[src/rtl/core/multi_channel_hysteresis_thermostat_defines.svh]
// Assertion macros for the hysteresis thermostat RTL.
// Included by the top module, which carries concurrent checks; no other dependencies.
`ifndef MULTI_CHANNEL_HYSTERESIS_THERMOSTAT_DEFINES_SVH
`define MULTI_CHANNEL_HYSTERESIS_THERMOSTAT_DEFINES_SVH

// Same-cycle implication, disabled while reset is asserted
`define MCHT_ASSERT_NOW(lbl, clk, rst_n, ante, cons, msg) \
    lbl: assert property (@(posedge clk) disable iff (!rst_n) (ante) |-> (cons)) \
        else $error(msg);

// Next-cycle implication, disabled while reset is asserted
`define MCHT_ASSERT_NEXT(lbl, clk, rst_n, ante, cons, msg) \
    lbl: assert property (@(posedge clk) disable iff (!rst_n) (ante) |=> (cons)) \
        else $error(msg);

`endif

[src/rtl/core/mcht_pkg.sv]
// Shared types and constants for the hysteresis thermostat block.
// No dependencies; imported by every module of the block.
`default_nettype none

package mcht_pkg;

    // Number of lights with a rule (1..8, one relay bit each)
    localparam int NUM_LIGHTS = 6;
    localparam int IDX_W      = (NUM_LIGHTS > 1) ? $clog2(NUM_LIGHTS) : 1;

    // Field widths
    localparam int TIME_W  = 32;
    localparam int TEMP_W  = 10;
    localparam int RELAY_W = 8;
    localparam int IN_W    = 104;
    localparam int OUT_W   = 32;
    localparam int ADDR_W  = 5;

    // Action codes (stream tuser)
    localparam logic [1:0] ACT_TICK     = 2'd0;
    localparam logic [1:0] ACT_SET_MODE = 2'd1;
    localparam logic [1:0] ACT_SET_SP   = 2'd2;
    localparam logic [1:0] ACT_SAVE     = 2'd3;

    // Rule mode codes
    localparam logic [1:0] MODE_OFF   = 2'd0;
    localparam logic [1:0] MODE_ABOVE = 2'd1;
    localparam logic [1:0] MODE_BELOW = 2'd2;

    // Register indexes (byte address = 4 * index)
    localparam logic [2:0] REG_HYST     = 3'd0;
    localparam logic [2:0] REG_SP_MIN   = 3'd1;
    localparam logic [2:0] REG_SP_MAX   = 3'd2;
    localparam logic [2:0] REG_INTERVAL = 3'd3;
    localparam logic [2:0] REG_SETTLE   = 3'd4;
    localparam logic [2:0] REG_MAX_AGE  = 3'd5;

    // Reset values
    localparam logic [4:0]         RST_HYST      = 5'd2;
    localparam logic signed [9:0]  RST_SP_MIN    = 10'sd40;
    localparam logic signed [9:0]  RST_SP_MAX    = 10'sd99;
    localparam logic [15:0]        RST_INTERVAL  = 16'd2000;
    localparam logic [15:0]        RST_SETTLE    = 16'd1500;
    localparam logic [31:0]        RST_MAX_AGE   = 32'd300000;
    localparam logic signed [9:0]  RST_SETPOINT  = 10'sd74;

    // Configuration as seen by the core
    typedef struct packed {
        logic [4:0]         hyst;
        logic signed [9:0]  sp_min;
        logic signed [9:0]  sp_max;
        logic [15:0]        interval;
        logic [15:0]        settle;
        logic [31:0]        max_age;
    } t_cfg;

    // Sign-extend a temperature to the shared unit width
    function automatic logic [TIME_W-1:0] sext_temp(input logic [TEMP_W-1:0] v);
        return {{(TIME_W-TEMP_W){v[TEMP_W-1]}}, v};
    endfunction

endpackage

`default_nettype wire

[src/rtl/core/mcht_alu.sv]
// Shared subtract/compare unit of the thermostat sequencer.
// Depends on mcht_pkg for the operand width.
`default_nettype none

module mcht_alu
    import mcht_pkg::*;
(
    input  wire logic [TIME_W-1:0] i_a,
    input  wire logic [TIME_W-1:0] i_b,
    input  wire logic              i_signed,
    output logic      [TIME_W-1:0] o_diff,
    output logic                   o_lt
);

    logic [TIME_W:0] w_a;
    logic [TIME_W:0] w_b;
    logic [TIME_W:0] w_sub;

    // One extra bit: its value after the subtract is the a < b flag
    always_comb begin
        w_a   = {i_signed & i_a[TIME_W-1], i_a};
        w_b   = {i_signed & i_b[TIME_W-1], i_b};
        w_sub = w_a - w_b;
    end

    assign o_diff = w_sub[TIME_W-1:0];
    assign o_lt   = w_sub[TIME_W];

endmodule

`default_nettype wire

[src/rtl/core/mcht_cfg.sv]
// APB register file for the thermostat configuration.
// Depends on mcht_pkg for register indexes, reset values and t_cfg.
`default_nettype none

module mcht_cfg
    import mcht_pkg::*;
(
    input  wire logic              i_clk,
    input  wire logic              i_rst_n,
    input  wire logic              psel,
    input  wire logic              penable,
    input  wire logic              pwrite,
    input  wire logic [ADDR_W-1:0] paddr,
    input  wire logic [31:0]       pwdata,
    output logic      [31:0]       prdata,
    output logic                   pready,
    output t_cfg                   o_cfg
);

    t_cfg       r_cfg;
    logic [2:0] w_idx;
    logic       w_wr;

    assign pready = 1'b1;
    assign w_idx  = paddr[ADDR_W-1:2];
    assign w_wr   = psel & penable & pwrite;

    // Register writes on the access beat
    always_ff @(posedge i_clk) begin
        if (!i_rst_n) begin
            r_cfg.hyst     <= RST_HYST;
            r_cfg.sp_min   <= RST_SP_MIN;
            r_cfg.sp_max   <= RST_SP_MAX;
            r_cfg.interval <= RST_INTERVAL;
            r_cfg.settle   <= RST_SETTLE;
            r_cfg.max_age  <= RST_MAX_AGE;
        end else if (w_wr) begin
            unique case (w_idx)
                REG_HYST:     r_cfg.hyst     <= pwdata[4:0];
                REG_SP_MIN:   r_cfg.sp_min   <= pwdata[9:0];
                REG_SP_MAX:   r_cfg.sp_max   <= pwdata[9:0];
                REG_INTERVAL: r_cfg.interval <= pwdata[15:0];
                REG_SETTLE:   r_cfg.settle   <= pwdata[15:0];
                REG_MAX_AGE:  r_cfg.max_age  <= pwdata;
                default: ;
            endcase
        end
    end

    // Readback
    always_comb begin
        unique case (w_idx)
            REG_HYST:     prdata = {27'd0, r_cfg.hyst};
            REG_SP_MIN:   prdata = {22'd0, r_cfg.sp_min};
            REG_SP_MAX:   prdata = {22'd0, r_cfg.sp_max};
            REG_INTERVAL: prdata = {16'd0, r_cfg.interval};
            REG_SETTLE:   prdata = {16'd0, r_cfg.settle};
            REG_MAX_AGE:  prdata = r_cfg.max_age;
            default:      prdata = 32'd0;
        endcase
    end

    assign o_cfg = r_cfg;

endmodule

`default_nettype wire

[src/rtl/core/multi_channel_hysteresis_thermostat.sv]
// Multi-channel hysteresis thermostat: sequencer, rule store and output stage.
// Depends on mcht_pkg, mcht_alu, mcht_cfg and the assertion macro header.
//
//  Port group   Dir  Beat holds
//  s_*          in   tuser: action; tdata: now, light, mode, setpoint, reading, relays
//  m_*          out  tdata: drive mask/level, rule readback, dirty flag
//  APB          in   six configuration registers at 4*index
//
// A tick checks the evaluation interval, then a pending edit against the settle time,
// then the age of the reading, then evaluates every light in turn; a setpoint edit is
// clamped before it is written. All work goes through one shared subtract/compare
// unit. s_tready is high only while the sequencer is idle. A finished result sits in
// the output register; the next beat is taken while it waits. Synchronous active-low
// reset clears rules, timers and flags.
`default_nettype none
`include "multi_channel_hysteresis_thermostat_defines.svh"

module multi_channel_hysteresis_thermostat
    import mcht_pkg::*;
(
    input  wire logic              i_clk,
    input  wire logic              i_rst_n,
    // Input stream
    input  wire logic              s_tvalid,
    output logic                   s_tready,
    // tdata: now_ms[31:0], light[35:32], new_mode[37:36], new_setpoint[47:38],
    //        room_valid[48], room_stamp_ms[80:49], room_temp[90:81],
    //        relay_now[98:91], zero pad[103:99]
    input  wire logic [IN_W-1:0]   s_tdata,
    // tuser: action[1:0]
    input  wire logic [1:0]        s_tuser,
    // Output stream
    output logic                   m_tvalid,
    input  wire logic              m_tready,
    // tdata: drive_mask[7:0], drive_level[15:8], read_mode[17:16],
    //        read_setpoint[27:18], rules_dirty[28], zero pad[31:29]
    output logic      [OUT_W-1:0]  m_tdata,
    // Configuration
    input  wire logic              psel,
    input  wire logic              penable,
    input  wire logic              pwrite,
    input  wire logic [ADDR_W-1:0] paddr,
    input  wire logic [31:0]       pwdata,
    output logic      [31:0]       prdata,
    output logic                   pready
);

    typedef enum logic [13:0] {
        S_IDLE    = 14'b00000000000001,
        S_EV_SUB  = 14'b00000000000010,
        S_EV_CMP  = 14'b00000000000100,
        S_ED_SUB  = 14'b00000000001000,
        S_ED_CMP  = 14'b00000000010000,
        S_AGE_SUB = 14'b00000000100000,
        S_AGE_CMP = 14'b00000001000000,
        S_L_SUB   = 14'b00000010000000,
        S_L_CMP   = 14'b00000100000000,
        S_CLMP_LO = 14'b00001000000000,
        S_CLMP_HI = 14'b00010000000000,
        S_EDIT    = 14'b00100000000000,
        S_READ    = 14'b01000000000000,
        S_OUT     = 14'b10000000000000
    } t_state;

    t_state r_state;
    t_state n_state;
    t_cfg   w_cfg;

    // Captured input beat
    logic [1:0]          r_action;
    logic [TIME_W-1:0]   r_now;
    logic [1:0]          r_new_mode;
    logic [TEMP_W-1:0]   r_sp;
    logic                r_room_valid;
    logic [TIME_W-1:0]   r_stamp;
    logic [TEMP_W-1:0]   r_temp;
    logic [RELAY_W-1:0]  r_relay;
    logic                r_ok;
    logic [IDX_W-1:0]    r_lsel;

    // Rule store and timers
    logic [1:0]            r_mode [NUM_LIGHTS];
    logic [TEMP_W-1:0]     r_spt  [NUM_LIGHTS];
    logic [NUM_LIGHTS-1:0] r_out;
    logic [NUM_LIGHTS-1:0] r_has;
    logic                  r_dirty;
    logic [TIME_W-1:0]     r_last_eval;
    logic                  r_pending;
    logic [TIME_W-1:0]     r_last_edit;

    // Working registers
    logic [IDX_W-1:0]   r_idx;
    logic [TIME_W-1:0]  r_d;
    logic [RELAY_W-1:0] r_mask;
    logic [RELAY_W-1:0] r_level;
    logic               r_ovalid;
    logic [OUT_W-1:0]   r_odata;

    // Shared unit
    logic [TIME_W-1:0] w_a;
    logic [TIME_W-1:0] w_b;
    logic              w_sgn;
    logic [TIME_W-1:0] w_diff;
    logic              w_lt;

    logic              w_in_acc;
    logic              w_out_free;
    logic [3:0]        w_light;
    logic              w_light_ok;
    logic [1:0]        w_cur_mode;
    logic [TEMP_W-1:0] w_cur_sp;
    logic              w_cur_on;
    logic              w_le0;
    logic              w_want;
    logic              w_last_idx;
    logic              w_mode_chg;
    logic              w_sp_chg;

    mcht_cfg u_cfg (
        .i_clk   (i_clk),
        .i_rst_n (i_rst_n),
        .psel    (psel),
        .penable (penable),
        .pwrite  (pwrite),
        .paddr   (paddr),
        .pwdata  (pwdata),
        .prdata  (prdata),
        .pready  (pready),
        .o_cfg   (w_cfg)
    );

    mcht_alu u_alu (
        .i_a      (w_a),
        .i_b      (w_b),
        .i_signed (w_sgn),
        .o_diff   (w_diff),
        .o_lt     (w_lt)
    );

    assign s_tready   = (r_state == S_IDLE);
    assign w_in_acc   = s_tvalid & s_tready;
    assign w_out_free = ~r_ovalid | m_tready;
    assign m_tvalid   = r_ovalid;
    assign m_tdata    = r_odata;

    assign w_light    = s_tdata[35:32];
    assign w_light_ok = (w_light < 4'(NUM_LIGHTS));

    // Rule at the working index
    assign w_cur_mode = r_mode[r_idx];
    assign w_cur_sp   = r_spt[r_idx];
    assign w_cur_on   = r_out[r_idx];
    assign w_last_idx = (r_idx == IDX_W'(NUM_LIGHTS - 1));
    assign w_mode_chg = r_ok && (r_new_mode <= MODE_BELOW) && (w_cur_mode != r_new_mode);
    assign w_sp_chg   = r_ok && (w_cur_sp != r_sp);

    // Hysteresis decision; r_d is the signed distance from the "on" side, zero or less inside it
    assign w_le0 = r_d[TIME_W-1] | (r_d == '0);
    always_comb begin
        if (w_cur_mode == MODE_ABOVE || w_cur_mode == MODE_BELOW) begin
            w_want = w_cur_on ? w_lt : w_le0;
        end else begin
            w_want = w_cur_on;
        end
    end

    // Operand selection for the shared unit
    always_comb begin
        w_a   = r_d;
        w_b   = '0;
        w_sgn = 1'b0;
        unique case (r_state)
            S_EV_SUB: begin
                w_a = r_now;
                w_b = r_last_eval;
            end
            S_EV_CMP: begin
                w_a = r_d;
                w_b = {16'd0, w_cfg.interval};
            end
            S_ED_SUB: begin
                w_a = r_now;
                w_b = r_last_edit;
            end
            S_ED_CMP: begin
                w_a = r_d;
                w_b = {16'd0, w_cfg.settle};
            end
            S_AGE_SUB: begin
                w_a = r_now;
                w_b = r_stamp;
            end
            S_AGE_CMP: begin
                w_a = w_cfg.max_age;
                w_b = r_d;
            end
            S_L_SUB: begin
                w_sgn = 1'b1;
                if (w_cur_mode == MODE_ABOVE) begin
                    w_a = sext_temp(w_cur_sp);
                    w_b = sext_temp(r_temp);
                end else begin
                    w_a = sext_temp(r_temp);
                    w_b = sext_temp(w_cur_sp);
                end
            end
            S_L_CMP: begin
                w_sgn = 1'b1;
                w_a   = r_d;
                w_b   = {27'd0, w_cfg.hyst};
            end
            S_CLMP_LO: begin
                w_sgn = 1'b1;
                w_a   = sext_temp(r_sp);
                w_b   = sext_temp(w_cfg.sp_min);
            end
            S_CLMP_HI: begin
                w_sgn = 1'b1;
                w_a   = sext_temp(w_cfg.sp_max);
                w_b   = sext_temp(r_sp);
            end
            default: ;
        endcase
    end

    // Sequencer next state
    always_comb begin
        n_state = r_state;
        unique case (r_state)
            S_IDLE: begin
                if (w_in_acc) begin
                    unique case (s_tuser)
                        ACT_TICK:     n_state = S_EV_SUB;
                        ACT_SET_MODE: n_state = S_EDIT;
                        ACT_SET_SP:   n_state = S_CLMP_LO;
                        default:      n_state = S_READ;
                    endcase
                end
            end
            S_EV_SUB: n_state = S_EV_CMP;
            S_EV_CMP: begin
                if (w_lt) begin
                    n_state = S_READ;
                end else if (r_pending) begin
                    n_state = S_ED_SUB;
                end else begin
                    n_state = r_room_valid ? S_AGE_SUB : S_READ;
                end
            end
            S_ED_SUB: n_state = S_ED_CMP;
            S_ED_CMP: begin
                if (w_lt || !r_room_valid) begin
                    n_state = S_READ;
                end else begin
                    n_state = S_AGE_SUB;
                end
            end
            S_AGE_SUB: n_state = S_AGE_CMP;
            S_AGE_CMP: n_state = w_lt ? S_READ : S_L_SUB;
            S_L_SUB:   n_state = S_L_CMP;
            S_L_CMP:   n_state = w_last_idx ? S_READ : S_L_SUB;
            S_CLMP_LO: n_state = S_CLMP_HI;
            S_CLMP_HI: n_state = S_EDIT;
            S_EDIT:    n_state = S_READ;
            S_READ:    n_state = S_OUT;
            S_OUT:     n_state = w_out_free ? S_IDLE : S_OUT;
            default:   n_state = S_IDLE;
        endcase
    end

    // Control state, rule store and timers
    always_ff @(posedge i_clk) begin
        if (!i_rst_n) begin
            r_state     <= S_IDLE;
            r_dirty     <= 1'b0;
            r_pending   <= 1'b0;
            r_last_eval <= '0;
            r_last_edit <= '0;
            r_out       <= '0;
            r_has       <= '0;
            r_idx       <= '0;
            r_ovalid    <= 1'b0;
            for (int i = 0; i < NUM_LIGHTS; i++) begin
                r_mode[i] <= MODE_OFF;
                r_spt[i]  <= RST_SETPOINT;
            end
        end else begin
            r_state <= n_state;
            // S_OUT reloads the output register itself
            if (r_ovalid && m_tready && r_state != S_OUT) begin
                r_ovalid <= 1'b0;
            end
            unique case (r_state)
                S_IDLE: begin
                    if (w_in_acc) begin
                        r_idx <= w_light_ok ? w_light[IDX_W-1:0] : '0;
                        if (s_tuser == ACT_SAVE) begin
                            r_dirty <= 1'b0;
                        end
                    end
                end
                S_EV_CMP: begin
                    if (!w_lt) begin
                        r_last_eval <= r_now;
                    end
                end
                S_ED_CMP: begin
                    if (!w_lt) begin
                        r_pending <= 1'b0;
                    end
                end
                S_AGE_CMP: r_idx <= '0;
                S_L_CMP: begin
                    if (w_cur_mode == MODE_OFF) begin
                        r_out[r_idx] <= 1'b0;
                        r_has[r_idx] <= 1'b0;
                    end else if (!r_has[r_idx] || (w_want != w_cur_on)) begin
                        r_out[r_idx] <= w_want;
                        r_has[r_idx] <= 1'b1;
                    end
                    if (!w_last_idx) begin
                        r_idx <= r_idx + 1'b1;
                    end
                end
                S_EDIT: begin
                    if ((r_action == ACT_SET_MODE && w_mode_chg) ||
                        (r_action == ACT_SET_SP && w_sp_chg)) begin
                        if (r_action == ACT_SET_MODE) begin
                            r_mode[r_idx] <= r_new_mode;
                        end else begin
                            r_spt[r_idx] <= r_sp;
                        end
                        r_out[r_idx] <= 1'b0;
                        r_has[r_idx] <= 1'b0;
                        r_pending    <= 1'b1;
                        r_last_edit  <= r_now;
                        r_dirty      <= 1'b1;
                    end
                end
                S_READ: r_idx <= r_lsel;
                S_OUT: begin
                    if (w_out_free) begin
                        r_ovalid <= 1'b1;
                    end
                end
                default: ;
            endcase
        end
    end

    // Payload: captured beat, working values, output register
    always_ff @(posedge i_clk) begin
        if (w_in_acc) begin
            r_action     <= s_tuser;
            r_now        <= s_tdata[31:0];
            r_new_mode   <= s_tdata[37:36];
            r_sp         <= s_tdata[47:38];
            r_room_valid <= s_tdata[48];
            r_stamp      <= s_tdata[80:49];
            r_temp       <= s_tdata[90:81];
            r_relay      <= s_tdata[98:91];
            r_ok         <= w_light_ok;
            r_lsel       <= w_light_ok ? w_light[IDX_W-1:0] : '0;
            r_mask       <= '0;
            r_level      <= '0;
        end
        // Differences from the shared unit
        if (r_state == S_EV_SUB || r_state == S_ED_SUB || r_state == S_AGE_SUB ||
            r_state == S_L_SUB) begin
            r_d <= w_diff;
        end
        // Setpoint clamp: up to the minimum, then down to the maximum
        if (r_state == S_CLMP_LO && w_lt) begin
            r_sp <= w_cfg.sp_min;
        end
        if (r_state == S_CLMP_HI && w_lt) begin
            r_sp <= w_cfg.sp_max;
        end
        // Relay drive where the decision is new or changed and the relay disagrees
        if (r_state == S_L_CMP && w_cur_mode != MODE_OFF &&
            (!r_has[r_idx] || (w_want != w_cur_on)) && (r_relay[r_idx] != w_want)) begin
            r_mask[r_idx]  <= 1'b1;
            r_level[r_idx] <= w_want;
        end
        if (r_state == S_OUT && w_out_free) begin
            r_odata <= {3'd0, r_dirty,
                        r_ok ? w_cur_sp : {TEMP_W{1'b0}},
                        r_ok ? w_cur_mode : MODE_OFF,
                        r_level, r_mask};
        end
    end

    // Checks
    `MCHT_ASSERT_NOW(a_level_in_mask, i_clk, i_rst_n, r_ovalid,
        (r_odata[15:8] & ~r_odata[7:0]) == 8'd0, "drive level outside drive mask")
    `MCHT_ASSERT_NOW(a_mask_in_range, i_clk, i_rst_n, r_ovalid,
        (r_odata[7:0] >> NUM_LIGHTS) == 8'd0, "drive mask names a missing light")
    `MCHT_ASSERT_NOW(a_off_no_output, i_clk, i_rst_n, w_cur_mode == MODE_OFF,
        !r_has[r_idx], "light in off mode holds an output")
    `MCHT_ASSERT_NOW(a_output_needs_valid, i_clk, i_rst_n, !r_has[r_idx],
        !r_out[r_idx], "held output set without its valid bit")
    `MCHT_ASSERT_NEXT(a_result_posted, i_clk, i_rst_n, r_state == S_OUT && !r_ovalid,
        r_ovalid && r_state == S_IDLE, "finished item did not post its result")

endmodule

`default_nettype wire
[config.mk]
export PLATFORM = sky130hd
export DESIGN_NAME = multi_channel_hysteresis_thermostat
export DESIGN_NICKNAME = d
export VERILOG_FILES = /design/src/rtl/core/mcht_pkg.sv /design/src/rtl/core/mcht_alu.sv /design/src/rtl/core/mcht_cfg.sv /design/src/rtl/core/multi_channel_hysteresis_thermostat.sv
export VERILOG_INCLUDE_DIRS = /design/src /design/src/rtl/core
export SDC_FILE = /design/constraint.sdc
export NUM_CORES = 1
export LEC_CHECK = 0
export BUFFER_PORTS_ARGS = -buffer_cell sky130_fd_sc_hd__buf_2
export CAP_MARGIN = 20
export CORE_AREA = 2 2 258 260
export DETAILED_ROUTE_END_ITERATION = 8
export DIE_AREA = 0 0 260 262
export GPL_ROUTABILITY_DRIVEN = 0
export GPL_TIMING_DRIVEN = 0
export SYNTH_ARGS = -nofsm -noshare
export SYNTH_HDL_FRONTEND = slang
export SYNTH_HIERARCHICAL = 1
export SYNTH_SLANG_ARGS = --single-unit
[constraint.sdc]
create_clock -name i_clk -period 8.6 [get_ports i_clk]
set_input_delay 0.86 -clock i_clk [delete_from_list [all_inputs] [get_ports i_clk]]
set_output_delay 0.86 -clock i_clk [all_outputs]
set_load 0.02 [all_outputs]
==> metrics.cfg, run 1 <==
[run_status]
status = complete, no violations

[critical_path]
r2r-start = r_state[4]
crit_path_max_incr_delay_ns = 0.57
path_buf_inv = 6
ff2ff_setup_slack_ns = 0.39
cp_slowest_cell = xnor2_1
crit_start = r_state[4]
worst-r2r-cell-count = 25
crit_arrival_ns = 8.72
r2r_end = r_last_eval[23]
worstSetupPathType = flip-flop to flip-flop
startpoint_type = flip-flop
crit_fanout = 10
crit_required_ns = 9.11
cp_top_family = simple AND/OR/NAND/NOR gates
cp-end-kind = flip-flop

[clock_tree]
clock-root-buffer = clkbuf_16
cts_tree = built
cts_buffer_depth = 3
clock_latency_ns = 0.60
cts-buffers-inserted = 50
path_clk_slew_ns = 0.06
clock-sinks = 462
htreeDepth = 2

[finish]
area_delta_synth_final_pct = 17.53
nFillCells = 6366
drive_gt1_share_pct = 16.35
finalNetCount = 2635

[global_routing]
met3_usage_pct = 4.138
grtUsageMet2_pct = 36.28
grt_pass1_wl_mm = 116.0
grtUsageMet1_pct = 29.64
grt-busiest-layer = met2
overflow = 0
antenna_found_initial = 3
grt_max_degree = 60
grt.total_usage_pct = 22.50
grt_pass1_vias = 18820

[min_path]
hold-path-cell-count = 1
min_from = s_tdata[52]
hold_path_class = input port to flip-flop
hold_path_end = r_stamp[3]

[timing]
min_period_ns = 8.206
finalHoldViolCount = 0
worst_pin_slew_ns = 1.136
fmax_mhz = 121.9
whs_ns = 0.4331
worst_slack_ns = 0.3936
finalSetupViolCount = 0
post-route-period-util_pct = 95.42
drv_slew = 0
rsz0062_at_grt = false
finClkSkew_ns = 0.02229
slew_headroom_pct = 23.97

[place]
io_buffers = 205
dp_hpwl_mm = 59.51
pre_cts_ws_ns = 0.1077

[floorplanning]
start_util_pct = 34.64
dieWidth_um = 260
die_area_mm2 = 0.06812
design.core.area_mm2 = 0.06528
die_y_um = 262
io_pins = 217
std_cell_rows = 94

[detailed_routing]
vias_per_cell = 5.750
wl_per_cell_um = 23.50
drc = 0
via_count = 19290
wl_mm = 78.84
dr.pass1.iters = 9
ant_nets = 0
drt_iter0_drc = 2475

[synth]
synth-edff-count = 258
synth_common_cells = 258 x edfxtp_1, 235 x nand2_1, 204 x dfxtp_1
ys.warnings.count = 6
syn-instance-count = 2171
synth_area_per_cell_um2 = 10.42
ys_types = 95
ys_seq_area_share_pct = 52.32
synth.top_cell.area_share_pct = 34.26
synth_ff_type = edfxtp_1
syn-cell-area_mm2 = 0.02261
synth.most_common_cell = edfxtp_1
async_flop_share_pct = 0
yosys.area.top_type = edfxtp_1
ys_ff_latch = 462
synth_area_leaders = edfxtp_1 34%, dfxtp_1 18%, mux2i_1 6.7%

[power_and_ir_drop]
p_leak_nw = 9.813
irDropWorstVdd_mv = 0.1259
power.density_mw_per_mm2 = 197.4

[run]
maxCapViolCount = 0

==> how the worst max path moves through the flow <==
stage / to / slack (ns) / cells after the start
CTS: r_last_eval[22] / 0.06 / 25
global placement: r_sp[8] / -0.19 / 22
detailed placement: r_last_eval[22] / 0.11 / 25
finish: r_last_eval[23] / 0.39 / 25
floorplan: r_sp[0] / 2.46 / 23
global route: r_last_eval[27] / 0.04 / 25
==> stage by stage <==
step	cells	setup TNS (ns)	cell area (µm²)	util, %	power, mW
floorplan	2173	0	22620	-	2.837
global placement	3242	-1.875	24730	37.88	3.071
detailed placement	3254	0	24870	38.10	3.084
CTS	3348	0	26520	40.63	5.262
global route	3354	0	26580	40.71	5.402
finish	3355	0	26580	40.72	5.246
==> metal layers <==
metal	routed length [µm]	share of wire [%]
met2	35770	45
met4	3397	4.3
met1	32130	41
met3	7534	9.6
met5	11	0.014
==> final cells by class <==
cell class	instances	area [µm²]	share of cell area, %
diodes	1	2.502	0.009415
plain buffers	171	762.0	2.867
clock buffers	69	1405	5.287
clock inverters	25	249.0	0.9368
inverters	76	287.8	1.083
multi-input cells	1464	9768	36.75
flip-flops and latches	462	11830	44.52
well taps	864	1081	4.067
repair buffers	223	1191	4.482
==> report_power, final <==
| group | leakage [nW] | total [mW] | internal [mW] | switching [mW] |
|---|---|---|---|---|
| combinational | 4.92 | 0.563 | 0.184 | 0.378 |
| sequential | 4.10 | 2.49 | 2.42 | 0.0697 |
| clock | 0.797 | 2.19 | 1.27 | 0.924 |
==> cell usage in the layout (no fill, tap or decap), drive strengths merged, types with 7 or more instances in the layout <==
cell / netlist / final
o2bb2ai: 8 / 8
a211o: 8 / 8
nand2: 235 / 235
nand4: 23 / 23
a222oi: 39 / 39
ha: 36 / 36
mux2i: 151 / 151
clkbuf: 116 / 186
a21o: 18 / 18
a22o: 11 / 11
dfxtp: 204 / 204
o21a: 11 / 11
o311ai: 9 / 9
clkinv: 0 / 14
nor2b: 18 / 18
edfxtp: 258 / 258
nor4: 25 / 25
nor2: 169 / 169
o22ai: 24 / 24
o31ai: 8 / 8
and2: 22 / 22
nand3: 49 / 49
nor3: 24 / 24
a21oi: 140 / 140
inv: 76 / 79
nor3b: 19 / 19
o211ai: 24 / 24
a211oi: 10 / 10
nand2b: 8 / 8
and3: 59 / 59
buf: 55 / 277
xor2: 18 / 18
mux4: 11 / 11
a31oi: 7 / 7
a221oi: 35 / 35
mux2: 23 / 23
o21ai: 70 / 70
xnor2: 19 / 19
a22oi: 54 / 54
or3: 19 / 19
==> state kept, by name, summed over array words and instances, names as in the netlist, 10 cells and up, named ones only <==
| signal | flops |
|---|---|
| m_tdata | 29 |
| u_cfg/o_cfg | 89 |
| r_spt | 80 |
| r_last_edit | 32 |
| r_last_eval | 32 |
| r_d | 32 |
| r_now | 32 |
| r_mode | 16 |
| r_temp | 10 |
| r_stamp | 32 |
| r_sp | 10 |
| r_state | 14 |
==> timing repair <==
action                     in CTS  in global routing
setup endpoints to repair       0                 81
setup buffers                   0                  5
gates resized for setup         0                  2
hold buffers                    0                  0
==> kinds of logic (layout without fill, tap and decap cells) <==
| group | count (synthesis) | after routing | share of synthesized area, % |
|---|---|---|---|
| adders and majority gates | 37 | 37 | 2.080 |
| xor gates and xnor gates | 37 | 37 | 1.433 |
| DFF | 462 | 462 | 52.32 |
| other | 2 | 5 | 0.03321 |
| and+or+nand+nor | 692 | 692 | 14.81 |
| muxes | 185 | 185 | 8.958 |
| buffers and inverters | 247 | 564 | 4.631 |
| AOI/OAI and AO/OA | 509 | 509 | 15.74 |
Note: power is estimated with default switching activity, not from simulation.
==> inputs of run 2 (changes only) <==
- CORE_AREA: 2 2 258 260 -> 2 2 197 199
- DIE_AREA: 0 0 260 262 -> 0 0 199 201
- PLACE_DENSITY: default -> 0.8
- SYNTH_HIERARCHICAL: 1 -> default
==> metrics.cfg, run 2 <==
[place]
place_inst = 2847
io_buffers = 204
placed_area_mm2 = 0.02422
dp_hpwl_mm = 51.58
pre_cts_ws_ns = 0.8851

[power_and_ir_drop]
irDropWorstVdd_mv = 0.1634
power.density_mw_per_mm2 = 206.4
p_leak_nw = 9.986

[synth]
synth-edff-count = 258
ys_seq_area_share_pct = 52.84
synth.top_cell.area_share_pct = 34.60
synth_area_leaders = edfxtp_1 35%, dfxtp_1 18%, mux2i_1 5.9%
ys.warnings.count = 0
async_flop_share_pct = 0
syn-cell-area_mm2 = 0.02239
synth_ff_type = edfxtp_1
syn-instance-count = 2111
synth_area_per_cell_um2 = 10.61
synth_common_cells = 274 x nand2_1, 258 x edfxtp_1, 204 x dfxtp_1
ys_ff_latch = 462
synth.most_common_cell = nand2_1
ys_types = 86
yosys.area.top_type = edfxtp_1

[floorplanning]
std_cell_rows = 72
dieWidth_um = 199
io_pins = 217
die_area_mm2 = 0.04000
die_y_um = 201
start_util_pct = 58.76
design.core.area_mm2 = 0.03811

[timing]
finalHoldViolCount = 0
slew_headroom_pct = 22.35
rsz0062_at_grt = false
tns_ns = 0
fmax_mhz = 124.7
drv_slew = 0
post-route-period-util_pct = 93.23
worst_slack_ns = 0.5821
min_period_ns = 8.018
finClkSkew_ns = 0.03056
finalSetupViolCount = 0
whs_ns = 0.4300
worst_pin_slew_ns = 1.162

[critical_path]
crit_fanout = 10
cp-end-kind = flip-flop
crit_path_max_incr_delay_ns = 1.02
startpoint_type = flip-flop
crit_required_ns = 8.92
crit_arrival_ns = 8.34
cp_cell_sequence = nor3_1, nand4_1, nor3b_1, clkbuf_1, a222oi_1, nand4_1, ha_1, inv_1, fa_1, a211oi_1, o21ai_0, a221o_1, a22oi_1, o21ai_1, a31oi_1, o21ai_0, buf_2, mux2i_1, a21oi_1
path_buf_inv = 3
cp_slowest_cell = nor3b_1
worstSetupPathType = flip-flop to flip-flop
cp_top_family = compound AO/OA/AOI/OAI gates

[detailed_routing]
drc = 8
drt_iter0_drc = 2764
wl_per_cell_um = 24.29
via_count = 19370
vias_per_cell = 6.593
dr.pass1.iters = 9
wl_mm = 71.37
ant_nets = 0

[finish]
fin_area_mm2 = 0.02592
finalNonFillerCells = 2938
final_cell_mix = 274 x nand2_1, 258 x edfxtp_1, 217 x buf_2
area_delta_synth_final_pct = 15.75
drive_gt1_share_pct = 16.21
largest_reg_flops = 89
final_common_cell = nand2_1
finalNetCount = 2568

[global_routing]
grt_pass1_wl_mm = 107.2
grt_pass1_vias = 18880
overflow = 0
grt_max_degree = 52
antenna_found_initial = 2
grt.total_usage_pct = 35.41

[clock_tree]
htreeDepth = 2
cts-buffers-inserted = 47
post_cts_buffers = 0
path_clk_slew_ns = 0.07
clock_latency_ns = 0.60
clock-root-buffer = clkbuf_16
cts_buffer_depth = 3
clock-sinks = 462
cts_tree = built

[run_status]
status = finished with violations
violations = design-rule violations

[min_path]
hold_path_class = flip-flop to flip-flop

[run]
maxCapViolCount = 0

-- run 2: layout make-up --
| class | instances | area [µm²] |
|---|---|---|
| sequential | 462 | 11830 |
| timing repair buffer | 218 | 1167 |
| fill | 2819 | 12190 |
| antenna | 2 | 5.005 |
| clock buffer | 64 | 1374 |
| buffer | 154 | 643.1 |
| inverter | 27 | 103.9 |
| tap | 518 | 648.1 |
| multi-input combinational | 1470 | 9849 |
| clock inverter | 23 | 295.3 |
-- run 2: path summary, 6_finish.rpt --
kind / startpoint / slack (ns) / end / cells past startpoint
worst max-delay path: r_state[12] / 0.58 / r_sp[0] / 19
worst min-delay path: r_mask[1] / 0.43 / m_tdata[1] / 0
worst max register to register: r_state[12] / 0.58 / r_sp[0] / 19
worst min register to register: r_mask[1] / 0.43 / m_tdata[1] / 0
-- run 2: report_power, final --
| part | internal [mW] | switching [mW] |
|---|---|---|
| logic | 0.210 | 0.413 |
| clock network | 1.33 | 0.885 |
| registers | 2.44 | 0.0690 |
-- run 2: cell families after synthesis --
logic type	share of synthesized area [%]
adder cells (fa/ha/maj)	2.157
XOR/XNOR	1.330
flip-flops	52.84
AND/OR/NAND/NOR	17.45
other	0.03354
multiplexers	9.131
buffers and inverters	3.325
AO/OA/AOI/OAI	13.74
-- run 2: metrics by stage --
stage               power [mW]  util [%]
floorplan                2.914         -
global placement         3.126     63.16
detailed placement       3.152     63.57
CTS                      5.320     67.95
global route             5.473     68.00
finish                   5.350     68.01
-- run 2: worst reg2reg max path, delay by kind of cell (launching register included) --
family                   cells  cell delay, ns
multiplexers                 1            0.23
AND/OR/NAND/NOR              4            2.28
buffers and inverters        3            1.04
adder cells (fa/ha/maj)      2            0.68
AO/OA/AOI/OAI                9            3.14
flip-flops                   1            0.39
-- run 2: what timing repair did --
| item | CTS | global route |
|---|---|---|
| gates resized for setup | 0 | 1 |
| endpoints found under the setup margin | 0 | 10 |
| hold buffers | 0 | 0 |
-- run 2: layer usage --
metal	track usage [%]	part of all wire (%)
met5	0	0.020
met4	20.82	6.5
met3	7.762	12
met2	55.42	45
met1	45.25	36
